$ cat src/hdl/fls_pkg.sv
// fls_pkg: shared types and constants for the freehand line stepper
// request payload structs, job struct, event codes and stepper states
// no dependencies
`default_nettype none

package fls_pkg;

    localparam int COORD_W             = 6;
    localparam int POINT_W             = 16;
    localparam int DEF_CANVAS_WIDTH    = 64;
    localparam int DEF_CANVAS_HEIGHT   = 64;
    localparam int JOB_DEPTH           = 2;

    // event codes; the fourth code is ignored
    localparam logic [1:0] FUNC_MOVE  = 2'd0;
    localparam logic [1:0] FUNC_PRESS = 2'd1;
    localparam logic [1:0] FUNC_CLEAR = 2'd2;

    typedef struct packed {
        logic [1:0]         func;
        logic [POINT_W-1:0] point_x;
        logic [POINT_W-1:0] point_y;
        logic               button_held;
    } t_in_item;

    typedef struct packed {
        logic [COORD_W-1:0] pixel_x;
        logic [COORD_W-1:0] pixel_y;
        logic               last;
    } t_out_item;

    // one line segment from start to end point
    typedef struct packed {
        logic [COORD_W-1:0] x0;
        logic [COORD_W-1:0] y0;
        logic [COORD_W-1:0] x1;
        logic [COORD_W-1:0] y1;
    } t_job;

    typedef struct packed {
        logic valid;
        t_job job;
    } t_job_req;

    typedef enum logic [1:0] {
        BK_IDLE,
        BK_SETUP,
        BK_RUN
    } t_back_state;

endpackage

`default_nettype wire

$ cat src/hdl/fls_front.sv
// fls_front: accepts pointer events, keeps the previous point and the mode
// register, and turns drawing events into line jobs; uses fls_pkg
`default_nettype none

module fls_front #(
    parameter int CANVAS_WIDTH  = fls_pkg::DEF_CANVAS_WIDTH,
    parameter int CANVAS_HEIGHT = fls_pkg::DEF_CANVAS_HEIGHT
) (
    input  wire logic             i_clk,
    input  wire logic             i_rst_n,
    input  wire logic             i_accept,
    input  wire fls_pkg::t_in_item i_item,
    input  wire logic             i_cfg_wr_en,
    input  wire logic             i_cfg_wr_data,
    output fls_pkg::t_job_req     o_job
);

    logic                        r_line_mode;
    logic [fls_pkg::COORD_W-1:0] r_prev_x;
    logic [fls_pkg::COORD_W-1:0] r_prev_y;
    logic                        r_have_prev;

    logic draw;
    logic on_canvas;
    logic forget;
    logic emit_job;

    always_comb begin
        draw   = ((i_item.func == fls_pkg::FUNC_MOVE) && !r_line_mode && i_item.button_held)
              || ((i_item.func == fls_pkg::FUNC_PRESS) && r_line_mode);
        on_canvas = (i_item.point_x < fls_pkg::POINT_W'(CANVAS_WIDTH))
                 && (i_item.point_y < fls_pkg::POINT_W'(CANVAS_HEIGHT));
        // off-canvas points drop the previous point only in follow mode
        forget = ((i_item.func == fls_pkg::FUNC_MOVE) && !r_line_mode && !i_item.button_held)
              || (i_item.func == fls_pkg::FUNC_CLEAR)
              || (draw && !on_canvas && !r_line_mode);
        emit_job = i_accept && draw && on_canvas;

        o_job.valid  = emit_job;
        o_job.job.x1 = i_item.point_x[fls_pkg::COORD_W-1:0];
        o_job.job.y1 = i_item.point_y[fls_pkg::COORD_W-1:0];
        // a lone point starts where it ends
        o_job.job.x0 = r_have_prev ? r_prev_x : i_item.point_x[fls_pkg::COORD_W-1:0];
        o_job.job.y0 = r_have_prev ? r_prev_y : i_item.point_y[fls_pkg::COORD_W-1:0];
    end

    always_ff @(posedge i_clk) begin
        if (!i_rst_n) begin
            r_line_mode <= 1'b0;
            r_prev_x    <= '0;
            r_prev_y    <= '0;
            r_have_prev <= 1'b0;
        end else begin
            if (i_cfg_wr_en) begin
                r_line_mode <= i_cfg_wr_data;
            end
            if (emit_job) begin
                r_prev_x    <= i_item.point_x[fls_pkg::COORD_W-1:0];
                r_prev_y    <= i_item.point_y[fls_pkg::COORD_W-1:0];
                r_have_prev <= 1'b1;
            end else if (i_accept && forget) begin
                r_have_prev <= 1'b0;
            end
        end
    end

endmodule

`default_nettype wire

$ cat src/hdl/fls_job_fifo.sv
// fls_job_fifo: short queue of line jobs between front and back
// uses fls_pkg for the job type and depth
`default_nettype none

module fls_job_fifo (
    input  wire logic           i_clk,
    input  wire logic           i_rst_n,
    input  wire fls_pkg::t_job_req i_wr,
    input  wire logic           i_rd,
    output logic                o_full,
    output logic                o_empty,
    output fls_pkg::t_job       o_job
);

    localparam int PTR_W = (fls_pkg::JOB_DEPTH > 1) ? $clog2(fls_pkg::JOB_DEPTH) : 1;
    localparam int CNT_W = $clog2(fls_pkg::JOB_DEPTH + 1);
    localparam logic [PTR_W-1:0] LAST_PTR = PTR_W'(fls_pkg::JOB_DEPTH - 1);

    fls_pkg::t_job    r_mem [fls_pkg::JOB_DEPTH];
    logic [PTR_W-1:0] r_wr_ptr;
    logic [PTR_W-1:0] r_rd_ptr;
    logic [CNT_W-1:0] r_count;

    logic do_wr;
    logic do_rd;

    always_comb begin
        o_full  = (r_count == CNT_W'(fls_pkg::JOB_DEPTH));
        o_empty = (r_count == '0);
        do_wr   = i_wr.valid && !o_full;
        do_rd   = i_rd && !o_empty;
        o_job   = r_mem[r_rd_ptr];
    end

    always_ff @(posedge i_clk) begin
        if (do_wr) begin
            r_mem[r_wr_ptr] <= i_wr.job;
        end
    end

    always_ff @(posedge i_clk) begin
        if (!i_rst_n) begin
            r_wr_ptr <= '0;
            r_rd_ptr <= '0;
            r_count  <= '0;
        end else begin
            if (do_wr) begin
                r_wr_ptr <= (r_wr_ptr == LAST_PTR) ? '0 : r_wr_ptr + 1'b1;
            end
            if (do_rd) begin
                r_rd_ptr <= (r_rd_ptr == LAST_PTR) ? '0 : r_rd_ptr + 1'b1;
            end
            unique case ({do_wr, do_rd})
                2'b10:   r_count <= r_count + 1'b1;
                2'b01:   r_count <= r_count - 1'b1;
                default: r_count <= r_count;
            endcase
        end
    end

endmodule

`default_nettype wire

$ cat src/hdl/fls_back.sv
// fls_back: steps one line job at a time into an output register, one pixel
// per cycle while pop keeps up; uses fls_pkg for the job, result and state types
`default_nettype none

module fls_back (
    input  wire logic          i_clk,
    input  wire logic          i_rst_n,
    input  wire logic          i_job_empty,
    input  wire fls_pkg::t_job i_job,
    output logic               o_job_rd,
    output logic               o_empty,
    input  wire logic          i_pop,
    output fls_pkg::t_out_item o_item
);

    localparam int CW = fls_pkg::COORD_W;

    fls_pkg::t_back_state r_state;
    fls_pkg::t_back_state n_state;

    fls_pkg::t_job   r_job;
    logic [CW-1:0]   r_adx;
    logic [CW-1:0]   r_ady;
    logic            r_sx;
    logic            r_sy;
    logic [CW-1:0]   r_steps;
    logic [CW-1:0]   r_i;
    logic [CW-1:0]   r_qx;
    logic [CW-1:0]   r_qy;
    logic [CW-1:0]   r_rx;
    logic [CW-1:0]   r_ry;

    fls_pkg::t_out_item r_out;
    logic               r_out_valid;

    logic          slot_free;
    logic          emit;
    logic          at_end;
    logic [CW:0]   dx;
    logic [CW:0]   dy;
    logic [CW-1:0] adx;
    logic [CW-1:0] ady;
    logic [CW:0]   sum_x;
    logic [CW:0]   sum_y;

    always_comb begin
        slot_free = !r_out_valid || i_pop;
        at_end    = (r_i == r_steps);
        o_job_rd  = 1'b0;
        emit      = 1'b0;
        n_state   = r_state;
        unique case (r_state)
            fls_pkg::BK_IDLE: begin
                if (!i_job_empty) begin
                    o_job_rd = 1'b1;
                    n_state  = fls_pkg::BK_SETUP;
                end
            end
            fls_pkg::BK_SETUP: begin
                n_state = fls_pkg::BK_RUN;
            end
            fls_pkg::BK_RUN: begin
                if (slot_free) begin
                    emit = 1'b1;
                    if (at_end) begin
                        n_state = fls_pkg::BK_IDLE;
                    end
                end
            end
            default: n_state = fls_pkg::BK_IDLE;
        endcase

        dx  = {1'b0, r_job.x1} - {1'b0, r_job.x0};
        dy  = {1'b0, r_job.y1} - {1'b0, r_job.y0};
        adx = dx[CW] ? CW'(-dx) : dx[CW-1:0];
        ady = dy[CW] ? CW'(-dy) : dy[CW-1:0];
        // running remainder of i*|d|/steps; |d| <= steps so one subtract is enough
        sum_x = {1'b0, r_rx} + {1'b0, r_adx};
        sum_y = {1'b0, r_ry} + {1'b0, r_ady};

        o_empty = !r_out_valid;
        o_item  = r_out;
    end

    always_ff @(posedge i_clk) begin
        if (!i_rst_n) begin
            r_state     <= fls_pkg::BK_IDLE;
            r_out_valid <= 1'b0;
        end else begin
            r_state <= n_state;
            if (emit) begin
                r_out_valid <= 1'b1;
            end else if (i_pop) begin
                r_out_valid <= 1'b0;
            end
        end
    end

    always_ff @(posedge i_clk) begin
        if (o_job_rd) begin
            r_job <= i_job;
        end
        if (r_state == fls_pkg::BK_SETUP) begin
            r_adx   <= adx;
            r_ady   <= ady;
            r_sx    <= dx[CW];
            r_sy    <= dy[CW];
            r_steps <= (adx > ady) ? adx : ady;
            r_i     <= '0;
            r_qx    <= '0;
            r_qy    <= '0;
            r_rx    <= '0;
            r_ry    <= '0;
        end
        if (emit) begin
            r_out.pixel_x <= r_sx ? r_job.x0 - r_qx : r_job.x0 + r_qx;
            r_out.pixel_y <= r_sy ? r_job.y0 - r_qy : r_job.y0 + r_qy;
            r_out.last    <= at_end;
            r_i           <= r_i + 1'b1;
            if (sum_x >= {1'b0, r_steps}) begin
                r_rx <= CW'(sum_x - {1'b0, r_steps});
                r_qx <= r_qx + 1'b1;
            end else begin
                r_rx <= sum_x[CW-1:0];
            end
            if (sum_y >= {1'b0, r_steps}) begin
                r_ry <= CW'(sum_y - {1'b0, r_steps});
                r_qy <= r_qy + 1'b1;
            end else begin
                r_ry <= sum_y[CW-1:0];
            end
        end
    end

    a_step_in_range: assert property (@(posedge i_clk) disable iff (!i_rst_n)
        (r_state == fls_pkg::BK_RUN) |-> (r_i <= r_steps))
        else $error("pixel index ran past the step count");

    a_rem_bounded: assert property (@(posedge i_clk) disable iff (!i_rst_n)
        ((r_state == fls_pkg::BK_RUN) && (r_steps != '0)) |->
            ((r_rx < r_steps) && (r_ry < r_steps)))
        else $error("stepper remainder not below step count");

    a_last_ends_job: assert property (@(posedge i_clk) disable iff (!i_rst_n)
        (emit && at_end) |=> ((r_state == fls_pkg::BK_IDLE) && r_out.last))
        else $error("final pixel did not end the job");

    a_no_pop_while_busy: assert property (@(posedge i_clk) disable iff (!i_rst_n)
        o_job_rd |-> (r_state == fls_pkg::BK_IDLE))
        else $error("job taken while a line is in progress");

endmodule

`default_nettype wire

$ cat src/hdl/freehand_line_stepper_unit.sv
// freehand_line_stepper_unit: top level of the freehand line stepper
// instantiates fls_front, fls_job_fifo and fls_back; uses fls_pkg
//
// Pointer events come in as requests on a queue-style port (push/full) and
// pixels leave on another (empty/pop). An event that draws is turned into a
// line job from the previous point to the new one; a two-entry job queue
// lets the event side keep accepting while the stepper works. A line of n
// pixels (n = steps + 1, at most 64) passes through the stepper in order: it
// takes the job, does setup, then emits one pixel per cycle while pop keeps
// up. The mode register may be written only while the block is idle.
`default_nettype none

module freehand_line_stepper_unit #(
    parameter int CANVAS_WIDTH  = fls_pkg::DEF_CANVAS_WIDTH,
    parameter int CANVAS_HEIGHT = fls_pkg::DEF_CANVAS_HEIGHT
) (
    input  wire logic              i_clk,
    input  wire logic              i_rst_n,
    input  wire logic              push,
    output logic                   full,
    input  wire fls_pkg::t_in_item i_in_item,
    output logic                   empty,
    input  wire logic              pop,
    output fls_pkg::t_out_item     o_out_item,
    input  wire logic              i_cfg_wr_en,
    input  wire logic              i_cfg_wr_data
);

    fls_pkg::t_job_req job_req;
    fls_pkg::t_job     fifo_job;
    logic              fifo_full;
    logic              fifo_empty;
    logic              fifo_rd;
    logic              accept;

    assign full   = fifo_full;
    assign accept = push && !fifo_full;

    fls_front #(
        .CANVAS_WIDTH  (CANVAS_WIDTH),
        .CANVAS_HEIGHT (CANVAS_HEIGHT)
    ) u_front (
        .i_clk         (i_clk),
        .i_rst_n       (i_rst_n),
        .i_accept      (accept),
        .i_item        (i_in_item),
        .i_cfg_wr_en   (i_cfg_wr_en),
        .i_cfg_wr_data (i_cfg_wr_data),
        .o_job         (job_req)
    );

    fls_job_fifo u_fifo (
        .i_clk   (i_clk),
        .i_rst_n (i_rst_n),
        .i_wr    (job_req),
        .i_rd    (fifo_rd),
        .o_full  (fifo_full),
        .o_empty (fifo_empty),
        .o_job   (fifo_job)
    );

    fls_back u_back (
        .i_clk       (i_clk),
        .i_rst_n     (i_rst_n),
        .i_job_empty (fifo_empty),
        .i_job       (fifo_job),
        .o_job_rd    (fifo_rd),
        .o_empty     (empty),
        .i_pop       (pop),
        .o_item      (o_out_item)
    );

endmodule

`default_nettype wire
$ cat config.mk
export PLATFORM = sky130hd
export DESIGN_NAME = freehand_line_stepper_unit
export DESIGN_NICKNAME = d
export VERILOG_FILES = /design/src/hdl/fls_pkg.sv /design/src/hdl/fls_front.sv /design/src/hdl/fls_job_fifo.sv /design/src/hdl/fls_back.sv /design/src/hdl/freehand_line_stepper_unit.sv
export SDC_FILE = /design/constraint.sdc
export NUM_CORES = 1
export LEC_CHECK = 0
export CAP_MARGIN = 10
export CORE_MARGIN = 8
export CORE_UTILIZATION = 30
export CTS_BUF_LIST = sky130_fd_sc_hd__clkbuf_8
export DETAILED_ROUTE_END_ITERATION = 6
export DONT_BUFFER_PORTS = 1
export PLACE_DENSITY_LB_ADDON = 0.08
export SLEW_MARGIN = 20
export SYNTH_ARGS = -nofsm -noshare
export SYNTH_HDL_FRONTEND = slang
export SYNTH_SLANG_ARGS = --single-unit
$ cat constraint.sdc
create_clock -name i_clk -period 6.9 [get_ports i_clk]
set_clock_uncertainty 0.2 [all_clocks]
set_input_delay 1.38 -clock i_clk [delete_from_list [all_inputs] [get_ports i_clk]]
set_output_delay 1.38 -clock i_clk [all_outputs]
set_load 0.01 [all_outputs]
==> results of run 1 <==
==> report_power, final <==
group | leakage (nW) | internal [mW] | switching (mW) | total [mW]
Sequential | 1.38 | 1.01 | 0.00875 | 1.02
Combinational | 1.87 | 0.0328 | 0.0306 | 0.0634
Clock | 0.199 | 0.299 | 0.387 | 0.686
Total | 3.45 | 1.34 | 0.426 | 1.77
==> per-layer routing <==
| layer | GRT usage | up-vias |
|---|---|---|
| met5 | 0 | - |
| met4 | 0.03324 | 0 |
| met3 | 0.02668 | 17 |
| met2 | 0.1727 | 78 |
| met1 | 0.1398 | 2405 |
| li1 | - | 2583 |
==> synthesized netlist by cell type, types with 2 or more instances <==
cell      count
edfxtp_1    123
inv_1        74
ha_1         60
nor2_1       51
mux2_2       39
a21oi_1      38
xnor2_1      36
dfxtp_1      33
mux2i_1      26
o21ai_0      25
nor2b_1      21
xor2_1       19
nand2_1      18
nor3_1       16
clkbuf_1     14
nand3_1      14
a21o_1       11
and2_1        9
fa_1          8
nand2b_1      8
o21a_1        8
a211oi_1      6
and3_1        6
nor4_1        5
o31a_1        5
o31ai_1       5
a211o_1       4
nand4_1       4
a21boi_0      3
a221o_1       3
nor3b_1       3
a311oi_1      2
nand3b_1      2
o211ai_1      2
o21bai_1      2
or4b_2        2
==> cells by family (layout without fill, tap and decap cells) <==
| logic type | count (synthesis) | in the layout |
|---|---|---|
| AOI/OAI and AO/OA | 119 | 119 |
| xor gates and xnor gates | 56 | 56 |
| adders and majority gates | 68 | 68 |
| buffers and inverters | 91 | 110 |
| DFF | 156 | 156 |
| muxes | 65 | 65 |
| and+or+nand+nor | 165 | 165 |
==> area by class of cell <==
class                      count  share of cell area
inverter                      74             0.03003
timing repair buffer           4            0.003246
clock inverter                15             0.01623
multi-input combinational    473              0.4032
sequential                   156              0.4709
clock buffer                  17             0.02529
tap                          378             0.05113
==> final timing paths <==
kind,endpoint,slack [ps],cells after the start
worst max-delay path,u_back.r_steps[1],2700,15
worst min-delay path,u_back.r_qx[5],310,2
worst max register to register,u_back.r_steps[1],2700,15
worst min register to register,u_back.r_qx[5],310,2
==> critical path, delay by kind of cell, from the launching register on <==
| kind | cells | cell delay, ps |
|---|---|---|
| adder cells (fa/ha/maj) | 3 | 880 |
| XOR/XNOR | 1 | 210 |
| multiplexers | 1 | 390 |
| AND/OR/NAND/NOR | 2 | 550 |
| buffers and inverters | 2 | 110 |
| AO/OA/AOI/OAI | 6 | 1240 |
| flip-flops | 1 | 370 |
==> through the flow <==
step                        util  cell area [sq um]
after detailed placement  0.3191               8866
after global placement    0.3190               8864
after floorplan                -               8439
after CTS                 0.3330               9250
after global routing      0.3330               9250
final                     0.3330               9250
==> results by group, run 1 <==
STA
  • Max transition margin: 0.4211
  • Final critical-path setup slack: 2701 ps
  • Final setup fails: 0
  • Fmax: 238.1 MHz
  • Hold WS: 313.2 ps
  • Setup_tns: 0 ps
  • Final slew viol count: 0
  • Period utilisation layout: 0.6086
  • RSZ-0062 raised after global routing: false
  • Final hold vios: 0
  • Least-Margin Pin Slew: 868.3 ps
  • Post-route minimum period: 4199 ps

Place
  • Inst Count DP: 1085
  • RD Place Congestion: 0.7787
  • I/O Buffers: 0
  • DP Wirelength: 13010 um
  • Dpl ws: 2664 ps

Worst setup path
  • Worst setup EP type: register
  • Critical path launch point type: register
  • Reg-to-reg startpoint: u_back.r_job[0]
  • Crit path cell chain: inv_1 > ha_1 > inv_1 > fa_1 > a211oi_1 > o21bai_1 > a21oi_1 > o21ai_0 > xor2_1 > ha_1 > nand3_1 > a21oi_1 > a211oi_1 > nor2_1 > mux2_2
  • CP max stage delay: 460 ps
  • CP required: 6890 ps
  • CP Class: reg2reg
  • Crit path launch: u_back.r_job[0]
  • Worst EP arrival: 4190 ps
  • Worst-path maximum fanout: 6
  • Slowest cell on crit path: nor2_1

Floorplanning
  • Area of the core: 27780 sq um
  • DIE AREA: 33750 sq um
  • Chip Height: 183.7 um
  • # rows: 61
  • Ports: 56
  • Die W: 183.7 um
  • Starting density of the core: 0.3038

Hold path
  • HP Class: reg2reg
  • Hold Path Origin: u_back.r_qx[5]

Power and ir drop
  • Total leakage power: 3.450 nW
  • Total chip power: 1.771 mW
  • Max rail drop VDD: 0.09753 mV
  • Pwr Density: 191.4 nW/um^2

Route
  • Routed len/inst: 15.46 um
  • Final WL: 17270 um
  • Met3 WL post-DR: 739 um
  • Met2 wire len: 7938 um
  • Top routing layer in use: met4
  • Starting DRT DRC Count: 302
  • Routed Antenna Nets: 0
  • Vias per inst: 4.551
  • DR DRC count: 0
  • Vias: 5083
  • First-pass DRT Iterations: 6
  • Met1 wire length: 8326 um

Synthesis
  • FF+latch count, synth: 156
  • Largest family of logic cells by synthesized area: adder cells
  • Post-synth EDFFs: 123
  • Share of the synthesized area in the top cell type: 0.4377
  • Syn Std Cell Area: 8439 sq um
  • Compound-gate portion of the synthesized area: 0.09014
  • Cell variety after synth: 51
  • Post-synth top flop: edfxtp_1
  • Simple-gate portion of the synthesized area: 0.1010
  • Adder-cell share of the synthesized area: 0.1079
  • Seq/Total Area, Yosys: 0.5159
  • Largest area contributor in the synthesized netlist: edfxtp_1
  • Post-synth ARST share: 0
  • Avg Synthesized Cell Area: 11.72 sq um
  • Syn nets: 829
  • Top cells by area, synth: edfxtp_1 (44%), ha_1 (8.9%), dfxtp_1 (7.8%)
  • Post-Syn Instances: 720
  • Xor and xnor area share after synthesis: 0.05901
  • Multiplexer share of the synthesized area: 0.08288
  • Ys Warns: 0

Global routing
  • Global route overflow: 0
  • Largest net degree at the start of global routing: 28
  • GRT Util Overall: 0.1072
  • Vias in the first global route: 5352
  • Initial antenna violation count: 0
  • First-pass GRT wire length: 28510 um

Finish
  • Synthesis-to-layout area growth: 9.607%
  • Filler cell count: 2822
  • ANT cells: 0
  • Most frequent cells in the layout: edfxtp_1 (123), inv_1 (74), ha_1 (60), nor2_1 (50), mux2_2 (39)
  • Area occupied by multi-input gates: 3730 sq um
  • Non-Filler Instances: 1117
  • Layout cells sized above 1: 0.1164
  • Largest Register: u_fifo.r_mem
  • Most common cell after layout, fill and taps aside: edfxtp_1
  • Max reg flops: 48
  • Final #Nets: 835
  • FF+latch area: 4355 sq um

CTS
  • H-tree depth: 4
  • CTS Sinks: 156
  • CTS tree: yes
  • Post-CTS sizing: 0
  • Root Driver: clkbuf_8
  • Setup bufs post-CTS: 0
  • Clock transition at the registers of the reported paths: 100 ps
  • Clk buf depth: 2
  • TritonCTS buffer count: 17
  • Post-CTS Hold Buffers: 0
  • Latest clock arrival within the worst-skew pair: 450 ps

Flow run
  • Max-Cap Viols: 0

Run status
  • Status: completed
No activity file was read; power rests on OpenSTA's default activity.
==> inputs of run 2 (changes only) <==
==> constraint.sdc (replaced) <==
create_clock -name i_clk -period 3.56 [get_ports i_clk]
set_clock_uncertainty 0.2 [all_clocks]
set_input_delay 0.712 -clock i_clk [delete_from_list [all_inputs] [get_ports i_clk]]
set_output_delay 0.712 -clock i_clk [all_outputs]
set_load 0.01 [all_outputs]
==> run 2 against run 1 <==
Net effect:
- the run now ends with setup timing left
- non-clock buffer count increased by 57
- final cell count increased by 5.1%
- die area unchanged
- routed wire length increased by 7.3%
- worst hold slack got worse by 170 ps
- maximum frequency increased by 17%
- critical path type unchanged
- largest power group unchanged
==> results by group, run 2 (same netlist as run 1, synthesis figures left out) <==
Route
  • Vias: 5358 (was 5083)
  • Starting DRT DRC Count: 282 (was 302)
  • DR DRC count: 0 (unchanged)
  • Vias per inst: 4.564 (was 4.551)
  • Final WL: 18530 um (was 17270 um)
  • First-pass DRT Iterations: 5 (was 6)
  • Routed len/inst: 15.78 um (was 15.46 um)
  • Routed Antenna Nets: 0 (unchanged)

Global routing
  • GRT Util Overall: 0.1130 (was 0.1072)
  • Largest net degree at the start of global routing: 28 (unchanged)
  • Initial antenna violation count: 0 (unchanged)
  • GRT busiest layer: met2 (unchanged)
  • Global route overflow: 0 (unchanged)
  • GR Util met3: 0.03241 (was 0.02668)
  • First-pass GRT wire length: 29390 um (was 28510 um)
  • Vias in the first global route: 5500 (was 5352)
  • GR Layer Usage met1: 0.1432 (was 0.1398)
  • Met2 Use GR: 0.1830 (was 0.1727)

Worst setup path
  • Worst setup EP type: register (unchanged)
  • Slowest cell on crit path: edfxtp_1 (was nor2_1)
  • CP delay by family, top: adder cells (was compound AO/OA/AOI/OAI gates)
  • Worst EP arrival: 3600 ps (was 4190 ps)
  • CP max stage delay: 410 ps (was 460 ps)
  • Buf+Inv Stages, Crit Path: 2 (unchanged)
  • Worst path most repeated cell: a21oi_2
  • Worst-path maximum fanout: 3 (was 6)
  • Critical path launch point type: register (unchanged)
  • CP Class: reg2reg (unchanged)
  • CP required: 3570 ps (was 6890 ps)
  • Crit path cell chain: ha_1 > fa_2 > nand2b_4 > a21o_1 > a21oi_2 > buf_4 > nor2_1 > xor2_1 > inv_1 > ha_4 > nand3b_1 > a21oi_2 > a211oi_2 > nor2_2 > mux2_2 (was inv_1 > ha_1 > inv_1 > fa_1 > a211oi_1 > o21bai_1 > a21oi_1 > o21ai_0 > xor2_1 > ha_1 > nand3_1 > a21oi_1 > a211oi_1 > nor2_1 > mux2_2)

Finish
  • ANT cells: 0 (unchanged)
  • Non-Filler Instances: 1174 (was 1117)
  • Largest Register: u_fifo.r_mem (unchanged)
  • Final #Nets: 892 (was 835)
  • Core Util, Final: 0.3557 (was 0.3330)
  • Synthesis-to-layout area growth: 17.11% (was 9.607%)
  • FF+latch area: 4354 sq um (was 4355 sq um)
  • Area occupied by multi-input gates: 3872 sq um (was 3730 sq um)
  • Max reg flops: 48 (unchanged)
  • Most common cell after layout, fill and taps aside: edfxtp_1 (unchanged)
  • Most frequent cells in the layout: edfxtp_1 (123), inv_1 (73), ha_1 (58), buf_4 (58), nor2_1 (48) (was edfxtp_1 (123), inv_1 (74), ha_1 (60), nor2_1 (50), mux2_2 (39))
  • Layout cells sized above 1: 0.2161 (was 0.1164)
  • Filler cell count: 2762 (was 2822)

STA
  • Final hold vios: 0 (unchanged)
  • Final critical-path setup slack: -36.57 ps (was 2701 ps)
  • Final slew viol count: 0 (unchanged)
  • Setup_tns: -44.06 ps (was 0 ps)
  • Fmax: 278.0 MHz (was 238.1 MHz)
  • RSZ-0062 raised after global routing: true (was false)
  • Max transition margin: 0.3851 (was 0.4211)
  • Hold WS: 139.6 ps (was 313.2 ps)
  • Least-Margin Pin Slew: 920.1 ps (was 868.3 ps)
  • Post-route minimum period: 3597 ps (was 4199 ps)
  • Period utilisation layout: 1.010 (was 0.6086)
  • Final setup fails: 2 (was 0)

Power and ir drop
  • Max rail drop VDD: 0.1676 mV (was 0.09753 mV)
  • Sw Ratio: 0.2575 (was 0.2406)
  • Pwr Density: 350.3 nW/um^2 (was 191.4 nW/um^2)
  • Total leakage power: 3.770 nW (was 3.450 nW)
  • Psw: 891.3 uW (was 426.0 uW)
  • Clock power frac: 0.394 (was 0.387)
  • Flop pwr share: 0.572 (was 0.577)
  • Comb pwr share: 0.035 (was 0.036)
  • Internal power: 2.570 mW (was 1.345 mW)

Place
  • I/O Buffers: 0 (unchanged)
  • Inst Count DP: 1130 (was 1085)
  • RD Place Congestion: 0.8168 (was 0.7787)
  • DP Wirelength: 13780 um (was 13010 um)

CTS
  • CTS Sinks: 156 (unchanged)
  • Root Driver: clkbuf_8 (unchanged)
  • H-tree depth: 4 (unchanged)
  • Clk buf depth: 2 (unchanged)
  • Clock transition at the registers of the reported paths: 110 ps (was 100 ps)
  • Latest clock arrival within the worst-skew pair: 450 ps (about the same)
  • CTS tree: yes (unchanged)
  • TritonCTS buffer count: 17 (unchanged)

Hold path
  • HP Class: in2reg (was reg2reg)

Floorplanning
  • Die W: 183.7 um (unchanged)
  • DIE AREA: 33750 sq um (unchanged)
  • Ports: 56 (unchanged)
  • Starting density of the core: 0.3038 (unchanged)
  • Area of the core: 27780 sq um (unchanged)
  • # rows: 61 (unchanged)
  • Chip Height: 183.7 um (unchanged)

Flow run
  • Max-Cap Viols: 0 (unchanged)

Run status
  • Failing checks: setup timing
  • Status: complete, but fails checks (was completed)
==> run 2: final cells by class <==
| class | instances | area share |
|---|---|---|
| tap | 378 | 0.04785 |
| clock buffer | 17 | 0.02367 |
| timing repair buffer | 61 | 0.04925 |
| multi-input combinational | 473 | 0.3918 |
| inverter | 74 | 0.02810 |
| clock inverter | 15 | 0.01874 |
| sequential | 156 | 0.4406 |
==> run 2: final timing paths <==
path,startpoint,end,slack (ps),cells after the start
worst max-delay path,u_back.r_job[18],u_back.r_steps[1],-40,15
worst min-delay path,i_in_item[19],u_fifo.r_mem[1][8],140,0
worst max register to register,u_back.r_job[18],u_back.r_steps[1],-40,15
worst min register to register,u_back.r_qx[5],u_back.r_qx[5],310,2
==> run 2: layer usage <==
layer  routed length [um]  up-vias
li1                     -     2697
met4                  261        0
met3                  679       12
met5                    0        -
met2                 8525       83
met1                 9064     2566
==> run 2: through the flow <==
stage / area (sq um) / setup slack (ps) / power [mW]
floorplan: 8448 / -34.26 / 2.120
global placement: 9233 / -101.3 / 2.137
detailed placement: 9233 / -151.7 / 2.141
CTS: 9794 / 7.909 / 3.540
global route: 9883 / -250.4 / 3.624
finish: 9883 / -36.57 / 3.462
==> run 2: repair_timing <==
item                       in CTS  in global routing
setup endpoints to repair       9                 21
gates resized for setup        15                 17
pin swaps                      11                  9
buffers inserted                8                  4
hold buffers                    0                  0
==> run 2: power by group through the flow <==
stage | combinational (mW) | sequential (mW) | clock [mW]
after floorplan | 0.107 | 2.01 | 0
after global placement | 0.117 | 2.02 | 0
after detailed placement | 0.121 | 2.02 | 0
after CTS | 0.122 | 1.98 | 1.44
after global routing | 0.137 | 1.98 | 1.50
final | 0.120 | 1.98 | 1.36
